## config.mk

```make
export PLATFORM = sky130hd
export DESIGN_NAME = sorted_byte_set_table_top
export DESIGN_NICKNAME = d
export VERILOG_FILES = /design/src/sbst_pkg.sv /design/src/sorted_byte_set_table_top.sv /design/src/sbst_mem.sv /design/src/sbst_ctrl.sv
export SDC_FILE = /design/constraint.sdc
export NUM_CORES = 1
export LEC_CHECK = 0
export BUFFER_PORTS_ARGS = -buffer_cell sky130_fd_sc_hd__buf_4
export CAP_MARGIN = 20
export CORE_MARGIN = 3
export CORE_UTILIZATION = 65
export DETAILED_ROUTE_END_ITERATION = 10
export GPL_ROUTABILITY_DRIVEN = 0
export PLACE_DENSITY = 0.82
export REMOVE_ABC_BUFFERS = 1
export SYNTH_ARGS = -nofsm -noshare
export SYNTH_HDL_FRONTEND = slang
export SYNTH_SLANG_ARGS = --single-unit
```

## constraint.sdc

```tcl
create_clock -name clk -period 9.05 [get_ports clk]
set_input_delay 0.905 -clock clk [delete_from_list [all_inputs] [get_ports clk]]
set_output_delay 0.905 -clock clk [all_outputs]
set_load 0.01 [all_outputs]
```

## src/sbst_pkg.sv

```systemverilog
// sbst_pkg: shared types and constants for the sorted byte set table
// no dependencies; imported by sbst_mem, sbst_ctrl and the top level
package sbst_pkg;

    localparam int CAPACITY_DEFAULT = 32;
    localparam int VALUE_W = 7;
    localparam int OP_W = 2;
    localparam int FIELD_W = 6;

    // operation codes; the unused code behaves as a find
    localparam logic [OP_W-1:0] OP_FIND = 2'd0;
    localparam logic [OP_W-1:0] OP_ADD = 2'd1;
    localparam logic [OP_W-1:0] OP_REMOVE = 2'd2;

    typedef struct packed {
        logic [OP_W-1:0]    operation;
        logic [VALUE_W-1:0] value;
    } req_t;

    typedef struct packed {
        logic               found;
        logic [FIELD_W-1:0] position;
        logic [FIELD_W-1:0] count;
        logic               rejected;
    } rsp_t;

    typedef enum logic [2:0] {
        ST_IDLE,
        ST_SCAN,
        ST_RESOLVE,
        ST_SHIFT,
        ST_INSERT,
        ST_FINISH
    } ctrl_state_t;

endpackage

```

## src/sorted_byte_set_table_top.sv

```systemverilog
// sorted byte set table: one request at a time, one result per request
// a find scans the entries in order; a remove then shifts the later entries down,
// an add shifts them up and then writes the new entry in an insert step
// the worst case is set by the scan and the shift over the store
// one request in flight at a time; a new request is taken while a result waits
// reset: entry count cleared at once; entry store is not cleared, no sweep needed
module sorted_byte_set_table_top #(
    parameter int CAPACITY = sbst_pkg::CAPACITY_DEFAULT
) (
    input  logic           clk,
    input  logic           rst_n,
    input  logic           req_valid,
    output logic           req_ready,
    input  sbst_pkg::req_t req,
    output logic           rsp_valid,
    input  logic           rsp_ready,
    output sbst_pkg::rsp_t rsp
);
    import sbst_pkg::*;

    localparam int AW = $clog2(CAPACITY);
    localparam int CW = $clog2(CAPACITY + 1);

    logic               mem_rd_en;
    logic [AW-1:0]      mem_rd_addr;
    logic [VALUE_W-1:0] mem_rd_data;
    logic               mem_wr_en;
    logic [AW-1:0]      mem_wr_addr;
    logic [VALUE_W-1:0] mem_wr_data;

    sbst_ctrl #(
        .CAPACITY(CAPACITY),
        .AW(AW),
        .CW(CW)
    ) u_ctrl (
        .clk(clk),
        .rst_n(rst_n),
        .req_valid(req_valid),
        .req_ready(req_ready),
        .req(req),
        .rsp_valid(rsp_valid),
        .rsp_ready(rsp_ready),
        .rsp(rsp),
        .mem_rd_en(mem_rd_en),
        .mem_rd_addr(mem_rd_addr),
        .mem_rd_data(mem_rd_data),
        .mem_wr_en(mem_wr_en),
        .mem_wr_addr(mem_wr_addr),
        .mem_wr_data(mem_wr_data)
    );

    sbst_mem #(
        .DEPTH(CAPACITY),
        .AW(AW)
    ) u_mem (
        .clk(clk),
        .rd_en(mem_rd_en),
        .rd_addr(mem_rd_addr),
        .rd_data(mem_rd_data),
        .wr_en(mem_wr_en),
        .wr_addr(mem_wr_addr),
        .wr_data(mem_wr_data)
    );

    // shift pipeline never reads the entry it is writing
    assert property (@(posedge clk) disable iff (!rst_n)
        !(mem_rd_en && mem_wr_en && mem_rd_addr == mem_wr_addr))
        else $error("read and write collide on one entry");

    // store is left alone while waiting for a request
    assert property (@(posedge clk) disable iff (!rst_n)
        req_ready |-> !mem_wr_en)
        else $error("store written while idle");

    // one item in flight: no request taken right after a transfer
    assert property (@(posedge clk) disable iff (!rst_n)
        (req_valid && req_ready) |=> !req_ready)
        else $error("request taken while one is in flight");

    // a rejected add is always of a value not present
    assert property (@(posedge clk) disable iff (!rst_n)
        rsp_valid |-> !(rsp.rejected && rsp.found))
        else $error("rejected result reports a present value");

endmodule

```

## src/sbst_mem.sv

```systemverilog
// sbst_mem: entry store, one write port and one registered read port
// depends on sbst_pkg for the entry width
module sbst_mem #(
    parameter int DEPTH = sbst_pkg::CAPACITY_DEFAULT,
    parameter int AW = $clog2(DEPTH)
) (
    input  logic                         clk,
    input  logic                         rd_en,
    input  logic [AW-1:0]                rd_addr,
    output logic [sbst_pkg::VALUE_W-1:0] rd_data,
    input  logic                         wr_en,
    input  logic [AW-1:0]                wr_addr,
    input  logic [sbst_pkg::VALUE_W-1:0] wr_data
);
    import sbst_pkg::*;

    logic [VALUE_W-1:0] mem [DEPTH];

    always_ff @(posedge clk)
    begin
        if (wr_en)
        begin
            mem[wr_addr] <= wr_data;
        end
    end

    always_ff @(posedge clk)
    begin
        if (rd_en)
        begin
            rd_data <= mem[rd_addr];
        end
    end

endmodule

```

## src/sbst_ctrl.sv

```systemverilog
// sbst_ctrl: sequencer that scans, shifts and inserts entries in the store
// depends on sbst_pkg; drives the ports of sbst_mem and holds the result register
module sbst_ctrl #(
    parameter int CAPACITY = sbst_pkg::CAPACITY_DEFAULT,
    parameter int AW = $clog2(CAPACITY),
    parameter int CW = $clog2(CAPACITY + 1)
) (
    input  logic                         clk,
    input  logic                         rst_n,
    input  logic                         req_valid,
    output logic                         req_ready,
    input  sbst_pkg::req_t               req,
    output logic                         rsp_valid,
    input  logic                         rsp_ready,
    output sbst_pkg::rsp_t               rsp,
    output logic                         mem_rd_en,
    output logic [AW-1:0]                mem_rd_addr,
    input  logic [sbst_pkg::VALUE_W-1:0] mem_rd_data,
    output logic                         mem_wr_en,
    output logic [AW-1:0]                mem_wr_addr,
    output logic [sbst_pkg::VALUE_W-1:0] mem_wr_data
);
    import sbst_pkg::*;

    ctrl_state_t        state_reg, state_next;
    logic [OP_W-1:0]    op_reg, op_next;
    logic [VALUE_W-1:0] val_reg, val_next;
    logic [CW-1:0]      count_reg, count_next;
    logic [CW-1:0]      pos_reg, pos_next;
    logic               found_reg, found_next;
    logic               rej_reg, rej_next;
    logic               up_reg, up_next;
    logic [AW-1:0]      src_reg, src_next;
    logic [CW-1:0]      remain_reg, remain_next;
    logic               wb_valid_reg, wb_valid_next;
    logic [AW-1:0]      wb_addr_reg, wb_addr_next;
    logic               rsp_valid_reg, rsp_valid_next;
    rsp_t               rsp_reg, rsp_next;

    logic [CW-1:0]         pos_inc;
    logic [CW+FIELD_W-1:0] pos_ext;
    logic [CW+FIELD_W-1:0] count_ext;

    assign pos_inc = pos_reg + CW'(1);
    assign pos_ext = {{FIELD_W{1'b0}}, pos_reg};
    assign count_ext = {{FIELD_W{1'b0}}, count_reg};

    always_ff @(posedge clk or negedge rst_n)
    begin
        if (!rst_n)
        begin
            state_reg <= ST_IDLE;
            count_reg <= '0;
            wb_valid_reg <= 1'b0;
            rsp_valid_reg <= 1'b0;
        end
        else
        begin
            state_reg <= state_next;
            count_reg <= count_next;
            wb_valid_reg <= wb_valid_next;
            rsp_valid_reg <= rsp_valid_next;
        end
    end

    always_ff @(posedge clk)
    begin
        op_reg <= op_next;
        val_reg <= val_next;
        pos_reg <= pos_next;
        found_reg <= found_next;
        rej_reg <= rej_next;
        up_reg <= up_next;
        src_reg <= src_next;
        remain_reg <= remain_next;
        wb_addr_reg <= wb_addr_next;
        rsp_reg <= rsp_next;
    end

    always_comb
    begin
        state_next = state_reg;
        op_next = op_reg;
        val_next = val_reg;
        count_next = count_reg;
        pos_next = pos_reg;
        found_next = found_reg;
        rej_next = rej_reg;
        up_next = up_reg;
        src_next = src_reg;
        remain_next = remain_reg;
        wb_valid_next = 1'b0;
        wb_addr_next = wb_addr_reg;
        rsp_next = rsp_reg;
        rsp_valid_next = rsp_valid_reg && !rsp_ready;
        req_ready = 1'b0;
        mem_rd_en = 1'b0;
        mem_rd_addr = '0;
        mem_wr_en = 1'b0;
        mem_wr_addr = wb_addr_reg;
        mem_wr_data = mem_rd_data;

        unique case (state_reg)
            ST_IDLE:
            begin
                req_ready = 1'b1;
                if (req_valid)
                begin
                    // zero is never a member, so any operation on it is a find
                    op_next = (req.value == '0) ? OP_FIND : req.operation;
                    val_next = req.value;
                    pos_next = '0;
                    found_next = 1'b0;
                    rej_next = 1'b0;
                    if (req.value != '0 && count_reg != '0)
                    begin
                        mem_rd_en = 1'b1;
                        state_next = ST_SCAN;
                    end
                    else
                    begin
                        state_next = ST_RESOLVE;
                    end
                end
            end
            ST_SCAN:
            begin
                // read data holds entry pos_reg; next entry fetched ahead
                if (mem_rd_data < val_reg)
                begin
                    pos_next = pos_inc;
                    if (pos_inc < count_reg)
                    begin
                        mem_rd_en = 1'b1;
                        mem_rd_addr = pos_inc[AW-1:0];
                    end
                    else
                    begin
                        found_next = 1'b0;
                        state_next = ST_RESOLVE;
                    end
                end
                else
                begin
                    found_next = (mem_rd_data == val_reg);
                    state_next = ST_RESOLVE;
                end
            end
            ST_RESOLVE:
            begin
                state_next = ST_FINISH;
                if (op_reg == OP_ADD && !found_reg)
                begin
                    if (count_reg == CW'(CAPACITY))
                    begin
                        rej_next = 1'b1;
                    end
                    else
                    begin
                        count_next = count_reg + CW'(1);
                        up_next = 1'b1;
                        remain_next = count_reg - pos_reg;
                        src_next = count_reg[AW-1:0] - AW'(1);
                        state_next = ST_SHIFT;
                    end
                end
                else if (op_reg == OP_REMOVE && found_reg)
                begin
                    count_next = count_reg - CW'(1);
                    up_next = 1'b0;
                    remain_next = count_reg - pos_reg - CW'(1);
                    src_next = pos_inc[AW-1:0];
                    state_next = ST_SHIFT;
                end
            end
            ST_SHIFT:
            begin
                // read one entry per cycle, write it back one place over in the next cycle
                if (remain_reg != '0)
                begin
                    mem_rd_en = 1'b1;
                    mem_rd_addr = src_reg;
                    wb_valid_next = 1'b1;
                    wb_addr_next = up_reg ? src_reg + AW'(1) : src_reg - AW'(1);
                    src_next = up_reg ? src_reg - AW'(1) : src_reg + AW'(1);
                    remain_next = remain_reg - CW'(1);
                end
                if (wb_valid_reg)
                begin
                    mem_wr_en = 1'b1;
                end
                if (remain_reg == '0 && !wb_valid_reg)
                begin
                    state_next = up_reg ? ST_INSERT : ST_FINISH;
                end
            end
            ST_INSERT:
            begin
                mem_wr_en = 1'b1;
                mem_wr_addr = pos_reg[AW-1:0];
                mem_wr_data = val_reg;
                state_next = ST_FINISH;
            end
            ST_FINISH:
            begin
                if (!rsp_valid_reg || rsp_ready)
                begin
                    rsp_valid_next = 1'b1;
                    rsp_next.found = found_reg;
                    rsp_next.position = pos_ext[FIELD_W-1:0];
                    rsp_next.count = count_ext[FIELD_W-1:0];
                    rsp_next.rejected = rej_reg;
                    state_next = ST_IDLE;
                end
            end
            default:
            begin
                state_next = ST_IDLE;
            end
        endcase
    end

    assign rsp_valid = rsp_valid_reg;
    assign rsp = rsp_reg;

endmodule
```

# Word level (Yosys, flattened, before mapping)
# Memories as Yosys holds them, arrays and structs flattened. A register that Yosys moved wholly into a read port is not among the register bits.
# Cells that the tools add are included.
[totals]
regBits = 59
mem_bits_rw = 224
in_bits = 13
output_inout_bits = 16
word_cells = 137
mem_count = 1
[classes]
addsub = 9
n_lt_le_gt_ge = 2
n_eq_ne = 20
n_mux = 59
n_reduce_logical = 29
[mem_list]
columns = ["memory", "words", "word_bits", "rd", "rd_ports_with_merged_regs", "wr", "line", "text"]
rows = [
  ["u_mem.mem", 32, 7, 1, 1, 1, "sbst_mem.sv:17", "logic [VALUE_W-1:0] mem [DEPTH];"],
]
[op_table]
columns = ["op", "n"]
rows = [
  ["$mux 6", 9],
  ["$mux 5", 10],
  ["$mux 3", 8],
  ["$pmux 6 s2", 2],
  ["$mux 1", 21],
  ["$pmux 5 s2", 2],
  ["$pmux 3 s6", 1],
  ["$sub 6x1->6 const B", 3],
  ["$add 6x1->6 const B", 2],
  ["$ne 2x1->1 const B", 6],
  ["$reduce_and 4->1", 3],
  ["$reduce_bool 6->1", 2],
  ["$sub 5x1->5 const B", 2],
  ["$reduce_and 3->1", 3],
  ["$reduce_bool 2->1", 4],
  ["$eq 7x7->1", 1],
  ["$logic_not 7->1", 1],
  ["$lt 7x7->1", 1],
  ["$mux 7", 1],
  ["$reduce_bool 7->1", 1],
  ["$eq 3x2->1 const B", 2],
  ["$eq 3x3->1 const B", 2],
  ["$eq 6x6->1 const B", 1],
  ["$logic_not 6->1", 1],
  ["other kinds (17)", 30],
]

# Logic depth before layout (Yosys ltp)
# Gate-level depths: netlist (run 1).
[logic_depth]
depth_word = 5
ltp_mapped = 15
mapped_depth_nobuf = 12

# Cells and area by module
# A second synthesis (run 1) with hierarchy kept.
[unflattened]
hier_cells = 725
hier_area_um2 = 12613.3
[by_module_without_submodules]
columns = ["mod", "instances", "cells_per_inst", "area_per_inst_um2", "seq_area_each_um2"]
rows = [
  ["sbst_mem", 1, 370, 8903.5, 6936.7],
  ["sbst_ctrl", 1, 355, 3709.8, 1716.6],
]

# Worst setup path after synthesis (run 1)
# OpenSTA, ideal clock, no wires.
[synth_path]
path_kind = "register to register"
start = "register u_ctrl.pos_reg[0]"
end = "register u_mem.rd_data[2] (netlist name) (read register of u_mem.mem) (data pin)"
setup_time_ps = 278
t_arrival_ps = 3121
required_time_ps = 8772
path_slack_ps = 5650
path_stages_with_launch = 15
path_buffers = 2
synth_period_minus_slack_ps = 3400
cell_sequence = "edfxtp_1 ha_1 nand3_1 xnor2_1 ha_1 and2_1 o2111a_1 or4b_4 o21a_1 buf_6 buf_6 a21oi_1 a22oi_1 a221oi_1 a32oi_1"
[synth_between]
elab_chain_cells = 5
elab_cells_between_ends = 8
cone_classes = "add/sub (1); order compare (1); mux (6)"
[synth_lines]
columns = ["element", "line", "text"]
rows = [
  ["start: declaration", "sbst_ctrl.sv:29", "logic [CW-1:0] pos_reg, pos_next;"],
  ["start signal: assignment", "sbst_ctrl.sv:70", "pos_reg <= pos_next;"],
  ["$add 6x1->6 *", "sbst_ctrl.sv:44", "assign pos_inc = pos_reg + CW'(1);"],
  ["via u_ctrl.pos_inc[4]", "sbst_ctrl.sv:40", "logic [CW-1:0] pos_inc;"],
  ["$lt 6x6->1", "sbst_ctrl.sv:132", "if (pos_inc < count_reg)"],
  ["$mux 1 / $mux 5 (equally long branches)", "sbst_ctrl.sv:132", ""],
  ["$mux 1 / $mux 5 (equally long branches)", "sbst_ctrl.sv:129", "if (mem_rd_data < val_reg)"],
  ["$pmux 1 s3 / $pmux 5 s2 (equally long branches)", "sbst_ctrl.sv:103", "unique case (state_reg)"],
  ["end: declaration", "sbst_mem.sv:10", "output logic [sbst_pkg::VALUE_W-1:0] rd_data,"],
]
# Mark *: on every way through the listed nets, which the timed path passes. The rest lies on a longest branch.
# A chain may end at the register's enable or synchronous reset.

# Worst setup path after layout (run 1)
# Ends and elaborated chain as after synthesis.

==> results of run 1 <==
==> per-stage QoR <==
| stage | cells | power [mW] | worst slack [ps] |
|---|---|---|---|
| 6_report | 1327 | 5.33 | 4510 |
| 5_1_grt | 1327 | 5.61 | 4220 |
| 4_1_cts | 1326 | 5.30 | 4530 |
| 3_5_place_dp | 1274 | 4.17 | 4560 |
| 3_3_place_gp | 1273 | 4.09 | 4750 |
| 2_1_floorplan | 970 | 3.42 | 3670 |
==> logic make-up (layout without fill, tap and decap cells) <==
| kind of cell | after synthesis | in the layout | synth area share |
|---|---|---|---|
| and+or+nand+nor | 354 | 354 | 0.120 |
| DFF | 290 | 290 | 0.672 |
| AOI/OAI and AO/OA | 208 | 208 | 0.108 |
| buffers and inverters | 86 | 131 | 0.0302 |
| xor gates and xnor gates | 33 | 33 | 0.0225 |
| adders and majority gates | 31 | 31 | 0.0313 |
| muxes | 20 | 20 | 0.0157 |
==> power by group through the flow <==
stage | Clock (mW) | Combinational [mW] | Sequential, mW
CTS | 1.12 | 2.14 | 2.04
floorplan | 0 | 1.39 | 2.03
global placement | 0 | 2.04 | 2.06
global route | 1.18 | 2.37 | 2.05
detailed placement | 0 | 2.11 | 2.06
finish | 1.12 | 2.17 | 2.04
==> synth_stat cells, types with 2 or more instances <==
| master | instances | area, sq um |
|---|---|---|
| nor2b_1 | 8 | 50.1 |
| buf_2 | 17 | 85.1 |
| and2_1 | 8 | 50.1 |
| o31ai_1 | 3 | 22.5 |
| nand2b_1 | 7 | 43.8 |
| nand3_1 | 42 | 210 |
| a32oi_1 | 12 | 105 |
| nor2_1 | 62 | 233 |
| a21oi_1 | 69 | 345 |
| mux2i_1 | 18 | 180 |
| nor4b_1 | 3 | 26.3 |
| nand3b_1 | 3 | 22.5 |
| inv_1 | 33 | 124 |
| edfxtp_1 | 279 | 8380 |
| o21bai_1 | 2 | 15.0 |
| o21a_1 | 2 | 15.0 |
| a21o_1 | 2 | 15.0 |
| o21ai_1 | 3 | 15.0 |
| a31oi_1 | 16 | 100 |
| nand2_1 | 191 | 717 |
| o211ai_1 | 10 | 75.1 |
| buf_4 | 2 | 15.0 |
| o32ai_1 | 2 | 17.5 |
| nand4_1 | 11 | 68.8 |
| fa_1 | 2 | 40.0 |
| a22oi_1 | 13 | 97.6 |
| mux2_2 | 2 | 22.5 |
| ha_1 | 29 | 363 |
| dfrtp_1 | 11 | 275 |
| buf_6 | 5 | 56.3 |
| clkbuf_1 | 28 | 105 |
| xnor2_1 | 23 | 201 |
| nor4_1 | 3 | 18.8 |
| a221oi_1 | 20 | 175 |
| a211o_1 | 2 | 17.5 |
| a22o_1 | 2 | 17.5 |
| xor2_1 | 10 | 87.6 |
| a211oi_1 | 8 | 60.1 |
| o21ai_0 | 27 | 135 |
| nor3_1 | 8 | 40.0 |
==> worst register-to-register path, delay by kind of cell, from the launching register on <==
family,cells,cell delay (ps)
buffers and inverters,1,370
AND/OR/NAND/NOR,6,1990
flip-flops,1,590
XOR/XNOR,1,350
AO/OA/AOI/OAI,3,410
adder cells (fa/ha/maj),2,560
==> worst max path at each step <==
stage | start | endpoint | slack [ps] | cells after the start
after floorplan | u_ctrl.pos_reg[0] | u_mem.rd_data[5] | 3670 | 12
after CTS | u_ctrl.pos_reg[0] | u_mem.rd_data[0] | 4530 | 13
after detailed placement | u_ctrl.pos_reg[0] | u_mem.rd_data[2] | 4560 | 13
after global routing | u_ctrl.pos_reg[0] | u_mem.rd_data[2] | 4220 | 13
after global placement | u_ctrl.pos_reg[0] | u_mem.rd_data[1] | 4750 | 13
final | u_ctrl.pos_reg[0] | u_mem.rd_data[2] | 4510 | 13
==> cells in the final DEF (no fill, tap or decap), drive strengths merged, types with 11 or more instances in the layout <==
cell type  synthesis  layout
xnor2             23      23
dfrtp             11      11
nand2            191     191
clkbuf            28      35
a22oi             13      13
mux2i             18      18
inv               33      34
a21oi             69      69
ha                29      29
nor2              62      62
clkinv             1      15
a32oi             12      12
edfxtp           279     279
nand3             42      42
nand4             11      11
o21ai             31      31
a31oi             16      16
a221oi            21      21
buf               24      45
==> per-layer routing <==
metal / track usage / share of wire
met1: 0.394 / 0.37
met2: 0.461 / 0.48
met3: 0.0447 / 0.10
met4: 0.109 / 0.047
met5: 0 / 0
==> cell type report <==
type,count,share of cell area
flip-flops and latches,290,0.609
multi-input cells,646,0.272
clock buffers,35,0.0527
repair buffers,45,0.0246
well taps,260,0.0229
clock inverters,17,0.00951
inverters,34,0.00898
==> impl_metrics.tcl, run 1 <==
set metrics [dict create \
    outcome "completed" \
    fin_crit_ps 4540 \
    synthDistinctLibCells 64 \
    drc 0 \
    slowest_stage "nor4_1" \
    routed_wirelength_um 30700 \
    crit_path_max_incr_delay_ps 660 \
    leakage_nw 4.94 \
    yosysSeqAreaShare 0.672 \
    synth_warnings 0 \
    dieHeight_um 147 \
    crit_fanout 59 \
    worst-setup-path-type "reg2reg" \
    viasPerCell 6.57 \
    grt_pass1_wl_um 47700 \
    cts_resized 0 \
    hp-class "in2async" \
    arrival_ps 4790 \
    comb_power_share 0.407 \
    intPower_mw 3.23 \
    drv_slew 0 \
    setup_viol 0 \
    whs_ps 199 \
    hold_viol_final 0 \
    final_util 0.745 \
    dr_total_vias 8725 \
    p_sw_frac 0.394 \
    cts_tree "built" \
    cts.clk_slew.worst_paths_ps 60 \
    netlist_area_sq_mm 0.0129 \
    critPathLaunchType "flip-flop" \
    async_flop_share 0.0379 \
    fill_cells 1145 \
    p_seq_frac 0.383 \
    ys_seq_elements 290 \
    synth.avg_cell_area_sq_um 12.6 \
    cts_setup_buffers 0 \
    die_w_um 147 \
    first_global_vias 8343 \
    multiInputGateArea_sq_mm 0.00387 \
    switchingPower_mw 2.10 \
    drt_pass1_iterations 5 \
    place_area_sq_mm 0.0133 \
    grt_overflow 0 \
    design.core.area_sq_mm 0.0191 \
    htree_num_levels 1 \
    dp_hpwl_um 19600 \
    drive_above_1_share 0.0947 \
    fin_crit_sh 0.502 \
    endpoint_kind "flip-flop" \
    clockBufferDepth 3 \
    vdd.ir_drop.worst_mv 0.316 \
    rsz0062_at_grt "false" \
    cts.sinks 290 \
    path_cells "ha_1 -> nand3_1 -> xnor2_1 -> ha_1 -> and2_1 -> o2111a_1 -> nor4_1 -> a21boi_4 -> buf_4 -> nor2_1 -> nand3_1 -> nand4_1 -> a32oi_1" \
    regArea_sq_mm 0.00865 \
    clk_latency_ps 530 \
    post_drt_wl_per_cell_um 23.1 \
    timing.rr.start "u_ctrl.pos_reg[0]" \
    tns_ps 0 \
    grt_max_degree 90 \
    reg2reg_slack_ps 4510 \
    cellPowerDensity_mw_per_mm2 375 \
    antenna_found_initial 0 \
    maxSlewHeadroom 0.289 \
    port_buffers 28 \
    ant_nets 0 \
    root_buffer "clkbuf_16" \
    max-cap-violations 0 \
    synth_flop_cell "edfxtp_1" \
    synth-edff-count 279 \
    critical_path_buf_inv_count 1 \
    diodes 0 \
    critPathTopFamily "simple AND/OR/NAND/NOR gates" \
    p_clk_frac 0.210 \
    worst_r2r_path_depth 13 \
    cts_buffers 28 \
    dieArea_sq_mm 0.0215 \
    design_area_sq_mm 0.0142 \
    nNetsFinal 1089 \
    start_util 0.675 \
    synthCells 1022 \
    required_ps 9300 \
    drt-initial-drc-count 1331 \
    skew_ps 7.43 \
    largest_reg_flops 224 \
    tightest_slew_ps 1070 \
    grt.total_usage 0.284 \
    fmax_mhz 220 \
    pin_count 29 \
    postCtsHoldBufs 0 \
    syn2layout_area_growth_pct 10.4 \
    rows 50 \
    reg2reg_to "u_mem.rd_data[2]" \
]
No activity file was read; power rests on OpenSTA's default activity.
==> run 2: changes to the inputs <==
CORE_UTILIZATION = 62   (was 65)
PLACE_DENSITY = 0.79   (was 0.82)
clock period = 4.6 ns   (was 9.05 ns; I/O delays follow)
==> run 2 against run 1 <==
Compared with the run above:
- die area increased by 4.6%
- routed wire length increased by 2.8%
- fmax increased by 8.6%
- critical path type unchanged
- sequential share of layout area decreased by 0.90 points
- via count increased by 0.88%
- largest power group unchanged
- non-clock buffer count increased by 15
- final area increased by 1.5%
- largest cell class unchanged
- highest routed layer is now met5
- cell count increased by 1.9%
- total power increased by 100%
==> impl_metrics.tcl, run 2 (synthesis results as in run 1) <==
set metrics [dict create \
    outcome "completed" \
    cts_buffers 29 \
    design.core.area_sq_mm 0.0203 \
    cts.sinks 290 \
    drv_slew 0 \
    cts_resized 0 \
    largest_reg_flops 224 \
    syn2layout_area_growth_pct 12.0 \
    dieArea_sq_mm 0.0225 \
    vdd.ir_drop.worst_mv 0.482 \
    htree_num_levels 1 \
    dp_hpwl_um 20500 \
    clk_latency_ps 540 \
    cts_tree "built" \
    skew_ps 17.5 \
    layout_common_cells "edfxtp_1 (279), nand2_1 (191), a21oi_1 (69)" \
    start_util 0.634 \
    tns_ps 0 \
    required_ps 4860 \
    diodes 0 \
    nNetsFinal 1105 \
    post_drt_wl_per_cell_um 23.3 \
    final_util 0.710 \
    grt_overflow 0 \
    drt-initial-drc-count 1299 \
    grt_max_degree 64 \
    leakage_nw 5.05 \
    fin_crit_ps 4180 \
    first_global_vias 8471 \
    grt_pass1_wl_um 48900 \
    viasPerCell 6.51 \
    drt_pass1_iterations 5 \
    port_buffers 28 \
    max-cap-violations 0 \
    fmax_mhz 239 \
    tightest_slew_ps 1130 \
    worst-setup-path-type "reg2reg" \
    clockBufferDepth 3 \
    fin_crit_sh 0.908 \
    final_common_cell "edfxtp_1" \
    pin_count 29 \
    dr_total_vias 8802 \
    endpoint_kind "flip-flop" \
    grt.total_usage 0.285 \
    hp-class "in2reg" \
    ant_nets 0 \
    cts.clk_slew.worst_paths_ps 60 \
    crit_fanout 32 \
    cellPowerDensity_mw_per_mm2 745 \
    antenna_found_initial 1 \
    die_w_um 150 \
    setup_viol 0 \
    arrival_ps 4430 \
    critPathLaunchType "flip-flop" \
    drc 0 \
    routed_wirelength_um 31500 \
    maxSlewHeadroom 0.246 \
    rows 52 \
    drive_above_1_share 0.105 \
    dieHeight_um 150 \
    root_buffer "clkbuf_16" \
    hold_viol_final 0 \
    rsz0062_at_grt "false" \
]
[run 2: layout make-up]
| type | count | area (sq um) |
|---|---|---|
| clock buffer | 39 | 793 |
| sequential | 290 | 8650 |
| tap | 270 | 338 |
| clock inverter | 13 | 158 |
| timing repair buffer | 60 | 482 |
| fill | 1334 | 5880 |
| multi-input combinational | 646 | 3870 |
| inverter | 34 | 128 |
[run 2: what timing repair did]
item	CTS	global route
endpoints found under the hold margin	11	0
setup buffers	0	0
hold buffers	1	0
[run 2: routing by layer]
metal  track usage  share of wire
met5             0        0.00041
met4        0.0901          0.030
met3        0.0620           0.10
met2         0.442           0.47
met1         0.409           0.40
[run 2: path summary, 6_finish.rpt]
check | from | end | slack (ps) | cells past startpoint
worst min register to register | u_ctrl.rej_reg | u_ctrl.rsp[0] | 430 | 0
worst max-delay path | u_ctrl.pos_reg[0] | u_mem.rd_data[1] | 420 | 13
worst min-delay path | req[6] | u_ctrl.val_reg[6] | 110 | 1
min in group asynchronous | rst_n | u_ctrl.state_reg[2] | 300 | 2
worst max register to register | u_ctrl.pos_reg[0] | u_mem.rd_data[1] | 420 | 13
max in group asynchronous | rst_n | u_ctrl.count_reg[0] | 4150 | 2
[run 2: metrics by stage]
stage               setup WS [ps]  cells  power [mW]  hold WS, ps  area (sq um)
global route                  290   1352        11.3          105         14400
floorplan                    -781    970        6.73          164         12600
CTS                           465   1350        10.7         96.6         14400
global placement              669   1297        8.14          302         13400
detailed placement            506   1297        8.27          303         13400
finish                        421   1352        10.7          106         14400
[run 2: worst max-delay path, cell delays in order, from the launching register on]
cell and delay (ps):
edfxtp_1 440, ha_1 240, nand3_1 110, xnor2_1 360, ha_1 290, and2_1 150, o2111a_1 170, or4b_4 570
o21a_2 430, buf_4 280, a21oi_1 170, a21oi_1 120, a221oi_1 430, a32oi_1 110
[run 2: report_power, final]
group          switching (mW)  internal, mW
sequential              0.279          3.71
combinational            2.90          1.47
clock                   0.955          1.42
==> run 3: changes to the inputs <==
CELL_PAD_IN_SITES_DETAIL_PLACEMENT = 2   (was not set)
CELL_PAD_IN_SITES_GLOBAL_PLACEMENT = 2   (was not set)
CORE_UTILIZATION = 44   (was 62)
HOLD_SLACK_MARGIN = 0.08   (was not set)
PLACE_DENSITY = not set   (was 0.79)
PLACE_DENSITY_LB_ADDON = 0.1   (was not set)
==> run 3 against run 2 <==
Compared with the run above:
- non-clock buffer count grew 15
- sequential cell count is the same
- critical path depth is the same
- clock-buffer cell count grew 8
- routed wire length grew 41%
- largest power group unchanged
==> impl_metrics.tcl, run 3 (synthesis results as in run 1) <==
set metrics [dict create \
    dp_hpwl_um 30400 \
    drc 0 \
    fmax_mhz 227 \
    clk_latency_ps 520 \
    cts.sinks 290 \
    place_area_sq_mm 0.0137 \
    rows 61 \
    p_clk_frac 0.226 \
    drt-initial-drc-count 894 \
    max-cap-violations 0 \
    hold_viol_final 0 \
    antenna_found_initial 0 \
    skew_ps 16.6 \
    fill_cells 2751 \
    first_global_vias 9880 \
    largest_reg_flops 224 \
    leakage_nw 5.19 \
    endpoint_kind "flip-flop" \
    drv_slew 0 \
    cts.clk_slew.worst_paths_ps 60 \
    path_cells "inv_1 -> nor3_1 -> xor2_1 -> ha_1 -> and2_1 -> o2111a_1 -> or4b_4 -> o21a_2 -> buf_12 -> a21oi_1 -> a22oi_1 -> a221oi_1 -> a32oi_1" \
    hp-class "in2reg" \
    htree_num_levels 2 \
    p_total_mw 11.6 \
    p_sw_frac 0.415 \
    die_w_um 177 \
    grt.total_usage 0.288 \
    comb_power_share 0.429 \
    drive_above_1_share 0.122 \
    final_common_cell "edfxtp_1" \
    drt_pass1_iterations 5 \
    crit_path_max_incr_delay_ps 630 \
    worst_slack_ps 194 \
    fin_crit_ps 4410 \
    intPower_mw 6.79 \
    syn2layout_area_growth_pct 14.8 \
    clockBufferDepth 3 \
    rsz0062_at_grt "false" \
    root_buffer "clkbuf_16" \
    pre_cts_ws_ps 38.0 \
    switchingPower_mw 4.82 \
    dr_total_vias 9067 \
    diodes 0 \
    dieHeight_um 177 \
    pin_count 29 \
    crit_fanout 74 \
    grt_overflow 0 \
    grt_pass1_wl_um 66200 \
    port_buffers 28 \
    worst-setup-path-type "reg2reg" \
    maxSlewHeadroom 0.274 \
    outcome "completed" \
    viasPerCell 6.11 \
    vdd.ir_drop.worst_mv 0.424 \
    nNetsFinal 1125 \
    post_drt_wl_per_cell_um 30.0 \
    dieArea_sq_mm 0.0313 \
    cellPowerDensity_mw_per_mm2 785 \
    ant_nets 0 \
    final_util 0.522 \
    arrival_ps 4630 \
    design.core.area_sq_mm 0.0283 \
    cts_buffers 34 \
    design_area_sq_mm 0.0148 \
    setup_viol 0 \
    critPathLaunchType "flip-flop" \
    tns_ps 0 \
    start_util 0.455 \
    slowest_stage "a221oi_1" \
    cts_tree "built" \
    fin_crit_sh 0.958 \
    p_seq_frac 0.345 \
    required_ps 4830 \
    routed_wirelength_um 44400 \
    grt_max_degree 75 \
    tightest_slew_ps 1080 \
    layout_common_cells "edfxtp_1 (279), nand2_1 (191), buf_4 (71)" \
]
-- run 3: layer usage --
metal | track usage | share of wire | wire length (um)
met3 | 0.0358 | 0.047 | 2100
met4 | 0.0802 | 0.025 | 1130
met1 | 0.384 | 0.42 | 18700
met5 | 0 | 0 | 0
met2 | 0.499 | 0.51 | 22500
-- run 3: layout make-up --
class	count	area [sq um]	area share
repair buffers	75	594	0.0402
clock buffers	47	941	0.0637
well taps	378	473	0.0320
inverters	34	128	0.00863
multi-input cells	646	3870	0.262
clock inverters	13	118	0.00796
flip-flops and latches	290	8650	0.585
-- run 3: per-stage QoR --
stage,hold WS (ps),std cells
global placement,316,1421
CTS,115,1482
global route,122,1483
floorplan,164,970
detailed placement,316,1421
finish,132,1483
-- run 3: worst max-delay path: cells and delay by family (launching register included) --
family          cells  cell delay, ps
compound gates      6            1640
xor+xnor            1             210
fa+ha+maj           1             270
buf+inv             2             420
flops               1             490
simple gates        3            1020
-- run 3: what timing repair did --
item                                    in CTS  in global routing
hold endpoints to repair                    11                  0
gates resized for setup                      0                  2
hold buffers                                 1                  0
endpoints found under the setup margin       0                  1
setup buffers                                0                  0
-- run 3: path summary, 6_finish.rpt --
path	slack, ps	depth (start not counted)	end	from
min in group asynchronous	340	2	u_ctrl.state_reg[0]	rst_n
worst max register to register	190	13	u_mem.rd_data[3]	u_ctrl.pos_reg[3]
worst max-delay path	190	13	u_mem.rd_data[3]	u_ctrl.pos_reg[3]
worst min-delay path	130	1	u_ctrl.val_reg[2]	req[2]
worst min register to register	480	0	u_ctrl.rsp[0]	u_ctrl.rej_reg
max in group asynchronous	4080	2	u_ctrl.count_reg[0]	rst_n
-- run 3: power groups by stage --
stage,Clock [mW],Combinational (mW),Sequential [mW]
after global placement,0,4.56,4.03
final,2.62,4.98,4.01
after CTS,2.65,4.94,4.01
after floorplan,0,2.74,3.99
after global routing,2.76,5.37,4.04
after detailed placement,0,4.87,4.05
